### src/rtl/core/rab_pkg.sv
// shared constants, types and widths for the rgba over blender
package rab_pkg;

    localparam int CH_W     = 8;
    localparam int NCH      = 3;
    localparam int MUL_W    = 2 * CH_W;
    localparam int DT_W     = CH_W + MUL_W;
    localparam int NUM_W    = MUL_W + 1;
    localparam int REM_W    = MUL_W;
    localparam int RECIP_W  = 25;
    localparam int RECIP_SH = 32;
    localparam int FRONT_ST = 4;
    localparam int DIV_ST   = CH_W;
    localparam int PIPE_ST  = FRONT_ST + DIV_ST;

    localparam logic [CH_W-1:0]    FULL  = 8'd255;
    localparam logic [RECIP_W-1:0] RECIP = 25'd16843010;

    typedef logic [CH_W-1:0] chan_t;

    typedef struct packed {
        logic [NCH-1:0][NUM_W-1:0] num;
        chan_t                     oa;
    } mid_t;

    typedef struct packed {
        logic             byp;
        logic             wb;
        logic [NCH-1:0][CH_W-1:0] col;
        chan_t            alpha;
    } side_t;

endpackage

### src/rtl/core/rgba_alpha_blend_over.sv
// top level: non-premultiplied rgba over compositor with valid/ready channels
//
// Takes one source and one destination pixel per item and returns the blended
// pixel. One item can be accepted every clock while a stage is free; each item
// passes 4 multiply stages, then an 8-stage divider giving one quotient bit per
// stage. Each stage holds its item when the next one is full and cannot move on,
// so a stall at the output backs up only as far as the first empty stage and
// input stays open while any stage is free. An opaque source passes straight
// through with write_back set; a transparent one returns the destination with
// write_back clear.
module rgba_alpha_blend_over (
    input  logic           clk,
    input  logic           rst_n,
    input  logic           in_valid,
    output logic           in_ready,
    input  rab_pkg::chan_t src_red,
    input  rab_pkg::chan_t src_green,
    input  rab_pkg::chan_t src_blue,
    input  rab_pkg::chan_t src_alpha,
    input  rab_pkg::chan_t dst_red,
    input  rab_pkg::chan_t dst_green,
    input  rab_pkg::chan_t dst_blue,
    input  rab_pkg::chan_t dst_alpha,
    output logic           out_valid,
    input  logic           out_ready,
    output rab_pkg::chan_t out_red,
    output rab_pkg::chan_t out_green,
    output rab_pkg::chan_t out_blue,
    output rab_pkg::chan_t out_alpha,
    output logic           write_back
);
    import rab_pkg::*;

    logic [PIPE_ST-1:0]       vld_reg;
    logic [PIPE_ST-1:0]       vld_next;
    logic [PIPE_ST-1:0]       en;
    side_t                    side_reg [PIPE_ST];
    side_t                    side_in;
    logic [NCH-1:0][CH_W-1:0] src_col;
    logic [NCH-1:0][CH_W-1:0] dst_col;
    logic [NCH-1:0][CH_W-1:0] quo;
    mid_t                     mid;
    chan_t                    oa;
    logic                     opaque;
    logic                     clear;

    assign src_col = {src_blue, src_green, src_red};
    assign dst_col = {dst_blue, dst_green, dst_red};

    // a stage loads when it is empty or its item moves on
    always_comb
    begin
        en[PIPE_ST-1] = !vld_reg[PIPE_ST-1] || out_ready;
        for (int i = PIPE_ST - 2; i >= 0; i--)
        begin
            en[i] = !vld_reg[i] || en[i+1];
        end
    end

    assign in_ready = en[0];

    always_comb
    begin
        vld_next = vld_reg;
        if (en[0])
        begin
            vld_next[0] = in_valid;
        end
        for (int i = 1; i < PIPE_ST; i++)
        begin
            if (en[i])
            begin
                vld_next[i] = vld_reg[i-1];
            end
        end
    end

    always_ff @(posedge clk or negedge rst_n)
    begin
        if (!rst_n)
        begin
            vld_reg <= '0;
        end
        else
        begin
            vld_reg <= vld_next;
        end
    end

    // bypass info for opaque and transparent sources
    assign opaque = src_alpha == FULL;
    assign clear  = src_alpha == '0;

    always_comb
    begin
        side_in.byp   = opaque || clear;
        side_in.wb    = !clear;
        side_in.col   = opaque ? src_col : dst_col;
        side_in.alpha = opaque ? FULL : dst_alpha;
    end

    always_ff @(posedge clk)
    begin
        if (en[0])
        begin
            side_reg[0] <= side_in;
        end
        for (int i = 1; i < PIPE_ST; i++)
        begin
            if (en[i])
            begin
                side_reg[i] <= side_reg[i-1];
            end
        end
    end

    rab_front u_front (
        .clk       (clk),
        .en        (en[FRONT_ST-1:0]),
        .src_col   (src_col),
        .src_alpha (src_alpha),
        .dst_col   (dst_col),
        .dst_alpha (dst_alpha),
        .mid       (mid)
    );

    rab_div u_div (
        .clk (clk),
        .en  (en[PIPE_ST-1:FRONT_ST]),
        .mid (mid),
        .quo (quo),
        .oa  (oa)
    );

    assign out_valid  = vld_reg[PIPE_ST-1];
    assign out_red    = side_reg[PIPE_ST-1].byp ? side_reg[PIPE_ST-1].col[0] : quo[0];
    assign out_green  = side_reg[PIPE_ST-1].byp ? side_reg[PIPE_ST-1].col[1] : quo[1];
    assign out_blue   = side_reg[PIPE_ST-1].byp ? side_reg[PIPE_ST-1].col[2] : quo[2];
    assign out_alpha  = side_reg[PIPE_ST-1].byp ? side_reg[PIPE_ST-1].alpha : oa;
    assign write_back = side_reg[PIPE_ST-1].wb;

    a_ready_follows_out : assert property (@(posedge clk) disable iff (!rst_n)
        out_ready |-> in_ready)
        else $error("input blocked while output drains");

    a_bubble_opens_input : assert property (@(posedge clk) disable iff (!rst_n)
        !vld_reg[0] |-> in_ready)
        else $error("input blocked with empty first stage");

    a_accept_enters : assert property (@(posedge clk) disable iff (!rst_n)
        in_valid && in_ready |=> vld_reg[0])
        else $error("accepted item missing from first stage");

    a_nowrite_is_bypass : assert property (@(posedge clk) disable iff (!rst_n)
        out_valid && !write_back |-> side_reg[PIPE_ST-1].byp)
        else $error("write_back clear on a blended item");

    a_stall_holds_last : assert property (@(posedge clk) disable iff (!rst_n)
        out_valid && !out_ready |=> out_valid)
        else $error("stalled item dropped from last stage");

endmodule

### src/rtl/core/rab_front.sv
// multiply stages: output alpha and per channel blend numerators
module rab_front (
    input  logic                                      clk,
    input  logic [rab_pkg::FRONT_ST-1:0]              en,
    input  logic [rab_pkg::NCH-1:0][rab_pkg::CH_W-1:0] src_col,
    input  rab_pkg::chan_t                            src_alpha,
    input  logic [rab_pkg::NCH-1:0][rab_pkg::CH_W-1:0] dst_col,
    input  rab_pkg::chan_t                            dst_alpha,
    output rab_pkg::mid_t                             mid
);
    import rab_pkg::*;

    // stage 1
    logic [MUL_W-1:0]           t1_reg;
    logic [NCH-1:0][MUL_W-1:0]  ss1_reg;
    logic [NCH-1:0][CH_W-1:0]   d1_reg;
    chan_t                      sa1_reg;
    // stage 2
    logic [CH_W-1:0]            ta2_reg;
    logic [NCH-1:0][DT_W-1:0]   dt2_reg;
    logic [NCH-1:0][MUL_W-1:0]  ss2_reg;
    chan_t                      sa2_reg;
    // stage 3
    logic [NCH-1:0][MUL_W-1:0]  dq3_reg;
    logic [NCH-1:0][MUL_W-1:0]  ss3_reg;
    chan_t                      oa3_reg;
    // stage 4
    logic [NCH-1:0][NUM_W-1:0]  num4_reg;
    chan_t                      oa4_reg;

    chan_t                          ia;
    logic [MUL_W+RECIP_W-1:0]       ta_prod;
    logic [NCH-1:0][DT_W+RECIP_W-1:0] dq_prod;
    logic [CH_W:0]                  oa_sum;

    assign ia      = FULL - src_alpha;
    assign ta_prod = {{RECIP_W{1'b0}}, t1_reg} * {{MUL_W{1'b0}}, RECIP};
    assign oa_sum  = {1'b0, sa2_reg} + {1'b0, ta2_reg};

    always_comb
    begin
        for (int c = 0; c < NCH; c++)
        begin
            dq_prod[c] = {{RECIP_W{1'b0}}, dt2_reg[c]} * {{DT_W{1'b0}}, RECIP};
        end
    end

    always_ff @(posedge clk)
    begin
        if (en[0])
        begin
            t1_reg  <= {{CH_W{1'b0}}, dst_alpha} * {{CH_W{1'b0}}, ia};
            sa1_reg <= src_alpha;
            for (int c = 0; c < NCH; c++)
            begin
                ss1_reg[c] <= {{CH_W{1'b0}}, src_col[c]} * {{CH_W{1'b0}}, src_alpha};
                d1_reg[c]  <= dst_col[c];
            end
        end
        if (en[1])
        begin
            // t / 255 by reciprocal
            ta2_reg <= ta_prod[RECIP_SH+CH_W-1:RECIP_SH];
            sa2_reg <= sa1_reg;
            for (int c = 0; c < NCH; c++)
            begin
                dt2_reg[c] <= {{MUL_W{1'b0}}, d1_reg[c]} * {{CH_W{1'b0}}, t1_reg};
                ss2_reg[c] <= ss1_reg[c];
            end
        end
        if (en[2])
        begin
            oa3_reg <= oa_sum[CH_W-1:0];
            for (int c = 0; c < NCH; c++)
            begin
                dq3_reg[c] <= dq_prod[c][RECIP_SH+MUL_W-1:RECIP_SH];
                ss3_reg[c] <= ss2_reg[c];
            end
        end
        if (en[3])
        begin
            oa4_reg <= oa3_reg;
            for (int c = 0; c < NCH; c++)
            begin
                num4_reg[c] <= {1'b0, ss3_reg[c]} + {1'b0, dq3_reg[c]};
            end
        end
    end

    assign mid.num = num4_reg;
    assign mid.oa  = oa4_reg;

endmodule

### src/rtl/core/rab_div.sv
// pipelined restoring divider, one quotient bit per stage, saturating at 255
module rab_div (
    input  logic                                        clk,
    input  logic [rab_pkg::DIV_ST-1:0]                  en,
    input  rab_pkg::mid_t                               mid,
    output logic [rab_pkg::NCH-1:0][rab_pkg::CH_W-1:0]  quo,
    output rab_pkg::chan_t                              oa
);
    import rab_pkg::*;

    logic [DIV_ST-1:0][NCH-1:0][REM_W-1:0] rem_reg;
    logic [DIV_ST-1:0][NCH-1:0][CH_W-1:0]  q_reg;
    logic [DIV_ST-1:0][NCH-1:0]            sat_reg;
    chan_t                                 oa_reg [DIV_ST];

    genvar k;
    generate
        for (k = 0; k < DIV_ST; k++)
        begin : g_stage
            localparam int BIT = DIV_ST - 1 - k;

            logic [NCH-1:0][NUM_W-1:0] rem_in;
            logic [NCH-1:0][CH_W-1:0]  q_in;
            logic [NCH-1:0]            sat_in;
            chan_t                     oa_in;
            logic [NUM_W-1:0]          dsh;
            logic [NCH-1:0][NUM_W-1:0] rem_next;
            logic [NCH-1:0][CH_W-1:0]  q_next;

            if (k == 0)
            begin : g_first
                assign oa_in = mid.oa;
                always_comb
                begin
                    for (int c = 0; c < NCH; c++)
                    begin
                        rem_in[c] = mid.num[c];
                        q_in[c]   = '0;
                        sat_in[c] = mid.num[c] >= {1'b0, mid.oa, {CH_W{1'b0}}};
                    end
                end
            end
            else
            begin : g_next
                assign oa_in = oa_reg[k-1];
                always_comb
                begin
                    for (int c = 0; c < NCH; c++)
                    begin
                        rem_in[c] = {1'b0, rem_reg[k-1][c]};
                        q_in[c]   = q_reg[k-1][c];
                        sat_in[c] = sat_reg[k-1][c];
                    end
                end
            end

            assign dsh = {{(NUM_W-CH_W){1'b0}}, oa_in} << BIT;

            always_comb
            begin
                for (int c = 0; c < NCH; c++)
                begin
                    rem_next[c] = rem_in[c];
                    q_next[c]   = q_in[c];
                    if (rem_in[c] >= dsh)
                    begin
                        rem_next[c]  = rem_in[c] - dsh;
                        q_next[c][BIT] = 1'b1;
                    end
                end
            end

            always_ff @(posedge clk)
            begin
                if (en[k])
                begin
                    oa_reg[k] <= oa_in;
                    for (int c = 0; c < NCH; c++)
                    begin
                        rem_reg[k][c] <= rem_next[c][REM_W-1:0];
                        q_reg[k][c]   <= q_next[c];
                        sat_reg[k][c] <= sat_in[c];
                    end
                end
            end
        end
    endgenerate

    always_comb
    begin
        for (int c = 0; c < NCH; c++)
        begin
            quo[c] = sat_reg[DIV_ST-1][c] ? FULL : q_reg[DIV_ST-1][c];
        end
    end

    assign oa = oa_reg[DIV_ST-1];

endmodule
### config.mk
export PLATFORM = sky130hd
export DESIGN_NAME = rgba_alpha_blend_over
export DESIGN_NICKNAME = d
export VERILOG_FILES = /design/src/rtl/core/rab_pkg.sv /design/src/rtl/core/rgba_alpha_blend_over.sv /design/src/rtl/core/rab_front.sv /design/src/rtl/core/rab_div.sv
export SDC_FILE = /design/constraint.sdc
export NUM_CORES = 2
export LEC_CHECK = 0
export BUFFER_PORTS_ARGS = -buffer_cell sky130_fd_sc_hd__buf_2
export CAP_MARGIN = 20
export CORE_UTILIZATION = 40
export DETAILED_ROUTE_END_ITERATION = 10
export MAX_ROUTING_LAYER = met4
export PLACE_DENSITY = 0.66
export REMOVE_ABC_BUFFERS = 1
export SLEW_MARGIN = 20
export SYNTH_ARGS = -nofsm -noshare
export SYNTH_HDL_FRONTEND = slang
export SYNTH_SLANG_ARGS = --single-unit
### constraint.sdc
create_clock -name clk -period 19.4 [get_ports clk]
set_clock_uncertainty 0.15 [all_clocks]
set_input_delay 3.88 -clock clk [delete_from_list [all_inputs] [get_ports clk]]
set_output_delay 3.88 -clock clk [all_outputs]
set_load 0.005 [all_outputs]
==> results.toml <==
[drt]
ant_nets = 0
dr.first_iter.drc_count = 3019
drc = 0
avgRoutedWirePerCell_um = 17.1
vias = 51379
routed_wl_mm = 174
drt-pass1-iter-count = 5
detail_route.vias_per_cell = 5.03

[critical_path]
reg2reg_setup_slack_ns = 13.28
critical_path.startpoint = "out_ready"
reg2reg_from = "u_front.t1_reg[6]"
cp.required_ns = 15.37
start_kind = "input port"
path_max_fanout = 30
crit_type = "input port to output port"
critPathArrivalTime_ns = 7.09
cp-end-kind = "output port"

[floorplan]
initial_core_util_pct = 40.3
io_pins = 103
fp.coreArea_um2 = 215000
die_h_um = 467
die_area_um2 = 218000
die_w_um = 467
rows = 170

[sta]
finalSetupViolCount = 0
fmax_ghz = 0.0899
min_period_ns = 11.12
final-max-slew-violation-count = 0
hold_viol = 0
period_share_pct = 57.3
worst_pin_slew_ns = 1.04
tns_ns = 0
slew_headroom_pct = 30.6
rsz0062_at_grt = "no"

[logic_synthesis]
synth_enable_flop_cells = 1335
synth_top_family_by_area = "adder cells"
syn_area_per_cell_um2 = 12.2
synth_compound_area_share_pct = 6.62
postSynth.asyncResetShare_pct = 0.891
netlist_area_um2 = 86600
ys_ff_latch = 1347
yosysSeqAreaShare_pct = 46.6
synth_cells = 7100
yosys_most_used_dff = "edfxtp_1"
synth_area_leader_cell = "edfxtp_1"
synthAdderAreaFrac_pct = 27.2
synthSimpleGateAreaFrac_pct = 10.3
synthTopCellsByArea = "edfxtp_1 (46%), ha_1 (16%), fa_1 (11%), inv_1 (4.3%), and2_1 (3.2%)"
synthMuxAreaShare_pct = 1.10
ys_types = 78
yosys.area_share.xor_xnor_pct = 3.24
yosysWarnings = 0
synth_top_cell_area_share_pct = 46.3

[final_layout]
area_delta_synth_final_pct = 10.2
antenna_cells = 0
fillCellCount = 19324
nets = 8927
drive_above_1_share_pct = 6.46
largest_register_ffs = 408

[clock_network]
cts_tree = "yes"
cts_hold_buffers = 0
worstSkewPairLatency_ns = 0.77
cts_buffers = 142
clk_pin_slew_ns = 0.06
clock-sinks = 1347
clock_path_buffers = 3
post-cts-setup-buffer-count = 0
htree_levels = 4
post_cts_resized = 0
cts_root_buf = "clkbuf_16"

[placed_design]
portBuffers = 102
gp_congestion = 0.905
hpwl_mm = 134

[global_route]
grt_pass1_vias = 52499
grt_pass1_wl_mm = 280
antenna_found_initial = 7
grtUsageTotal_pct = 16.6
grt_overflow = 0
grt_max_degree = 101

[status]
status = "complete, no violations"

[job]
maxCapViolations = 0

[hold_path]
min-delay-start = "u_front.ss2_reg[7]"
min_path_type = "register to register"
[through the flow]
| step | cell area [µm²] | setup slack (ns) | hold slack [ns] | utilization, % | instances |
|---|---|---|---|---|---|
| global route | 95400 | 8.01 | 0.259 | 44.4 | 10210 |
| finish | 95400 | 8.28 | 0.256 | 44.4 | 10210 |
| detailed placement | 90600 | 8.25 | 0.255 | 42.2 | 9951 |
| CTS | 95300 | 8.22 | 0.262 | 44.4 | 10209 |
| floorplan | 86100 | 0.559 | 0.250 | - | 6969 |
| global placement | 90600 | 8.27 | 0.251 | 42.2 | 9950 |
[final cells by class]
cell class	count	area (µm²)	share of cell area, %
clock buffers	175	3690	3.87
flip-flops and latches	1347	40400	42.3
well taps	2838	3550	3.72
repair buffers	145	877	0.920
multi-input cells	4632	42100	44.1
clock inverters	83	1060	1.11
inverters	990	3730	3.91
[per-layer routing]
metal	track usage (%)	wire, µm
met1	22.2	81200
met2	26.3	79900
met3	2.40	8420
met4	4.81	4610
met5	-	0
[cells by family after synthesis]
group	after synthesis
buffers and inverters	1121
xor gates and xnor gates	320
adders and majority gates	1601
AOI/OAI and AO/OA	919
DFF	1347
muxes	85
and+or+nand+nor	1707
[cell usage after synthesis (17+ instances only)]
cell type and number:
edfxtp_1 1335, ha_1 1131, inv_1 990, fa_1 470
and2_1 439, nand2_1 393, nor2_1 323, o21ai_0 274
a21oi_1 237, xnor2_1 218, clkbuf_1 116, nor2b_1 113
a21o_1 107, xor2_1 102, nand2b_1 97, nor3_1 77
a21boi_0 74, mux2_2 59, nand4_1 56, nor4_1 42
o21a_1 38, o31ai_1 38, nand3_1 36, or3_1 24
and3_1 22, mux2i_1 21, a211oi_1 20, o211ai_1 18
a31oi_1 17
[path summary, 6_finish.rpt]
path | end | depth (start not counted)
max | in_ready | 11
min | u_front.ss3_reg[7] | 0
max reg2reg | u_front.dt2_reg[71] | 17
min reg2reg | u_front.ss3_reg[7] | 0
max in group asynchronous | vld_reg[2] | 1
min in group asynchronous | vld_reg[9] | 1
[placed cells by master (no fill, tap or decap), drive strengths merged, types with 74 or more instances in the layout]
cell type	count
inv	996
fa	470
o21ai	280
nor3	77
edfxtp	1335
xnor2	218
nor2b	113
buf	145
nand2	394
xor2	102
ha	1131
a21oi	237
a21o	108
nand2b	97
a21boi	74
clkbuf	175
and2	439
nor2	325
[critical path, stage by stage]
cell	delay (ns)
buf_2	0.10
nor2b_1	0.20
and2_1	0.39
and3_1	0.47
nand4_1	0.14
buf_4	0.26
nor2_1	0.49
nand3_4	0.15
nor2_1	0.37
nand2_4	0.33
buf_2	0.25
Power is not shown: default switching activity piles up to over one toggle a cycle in this logic, so the estimate is an artifact.
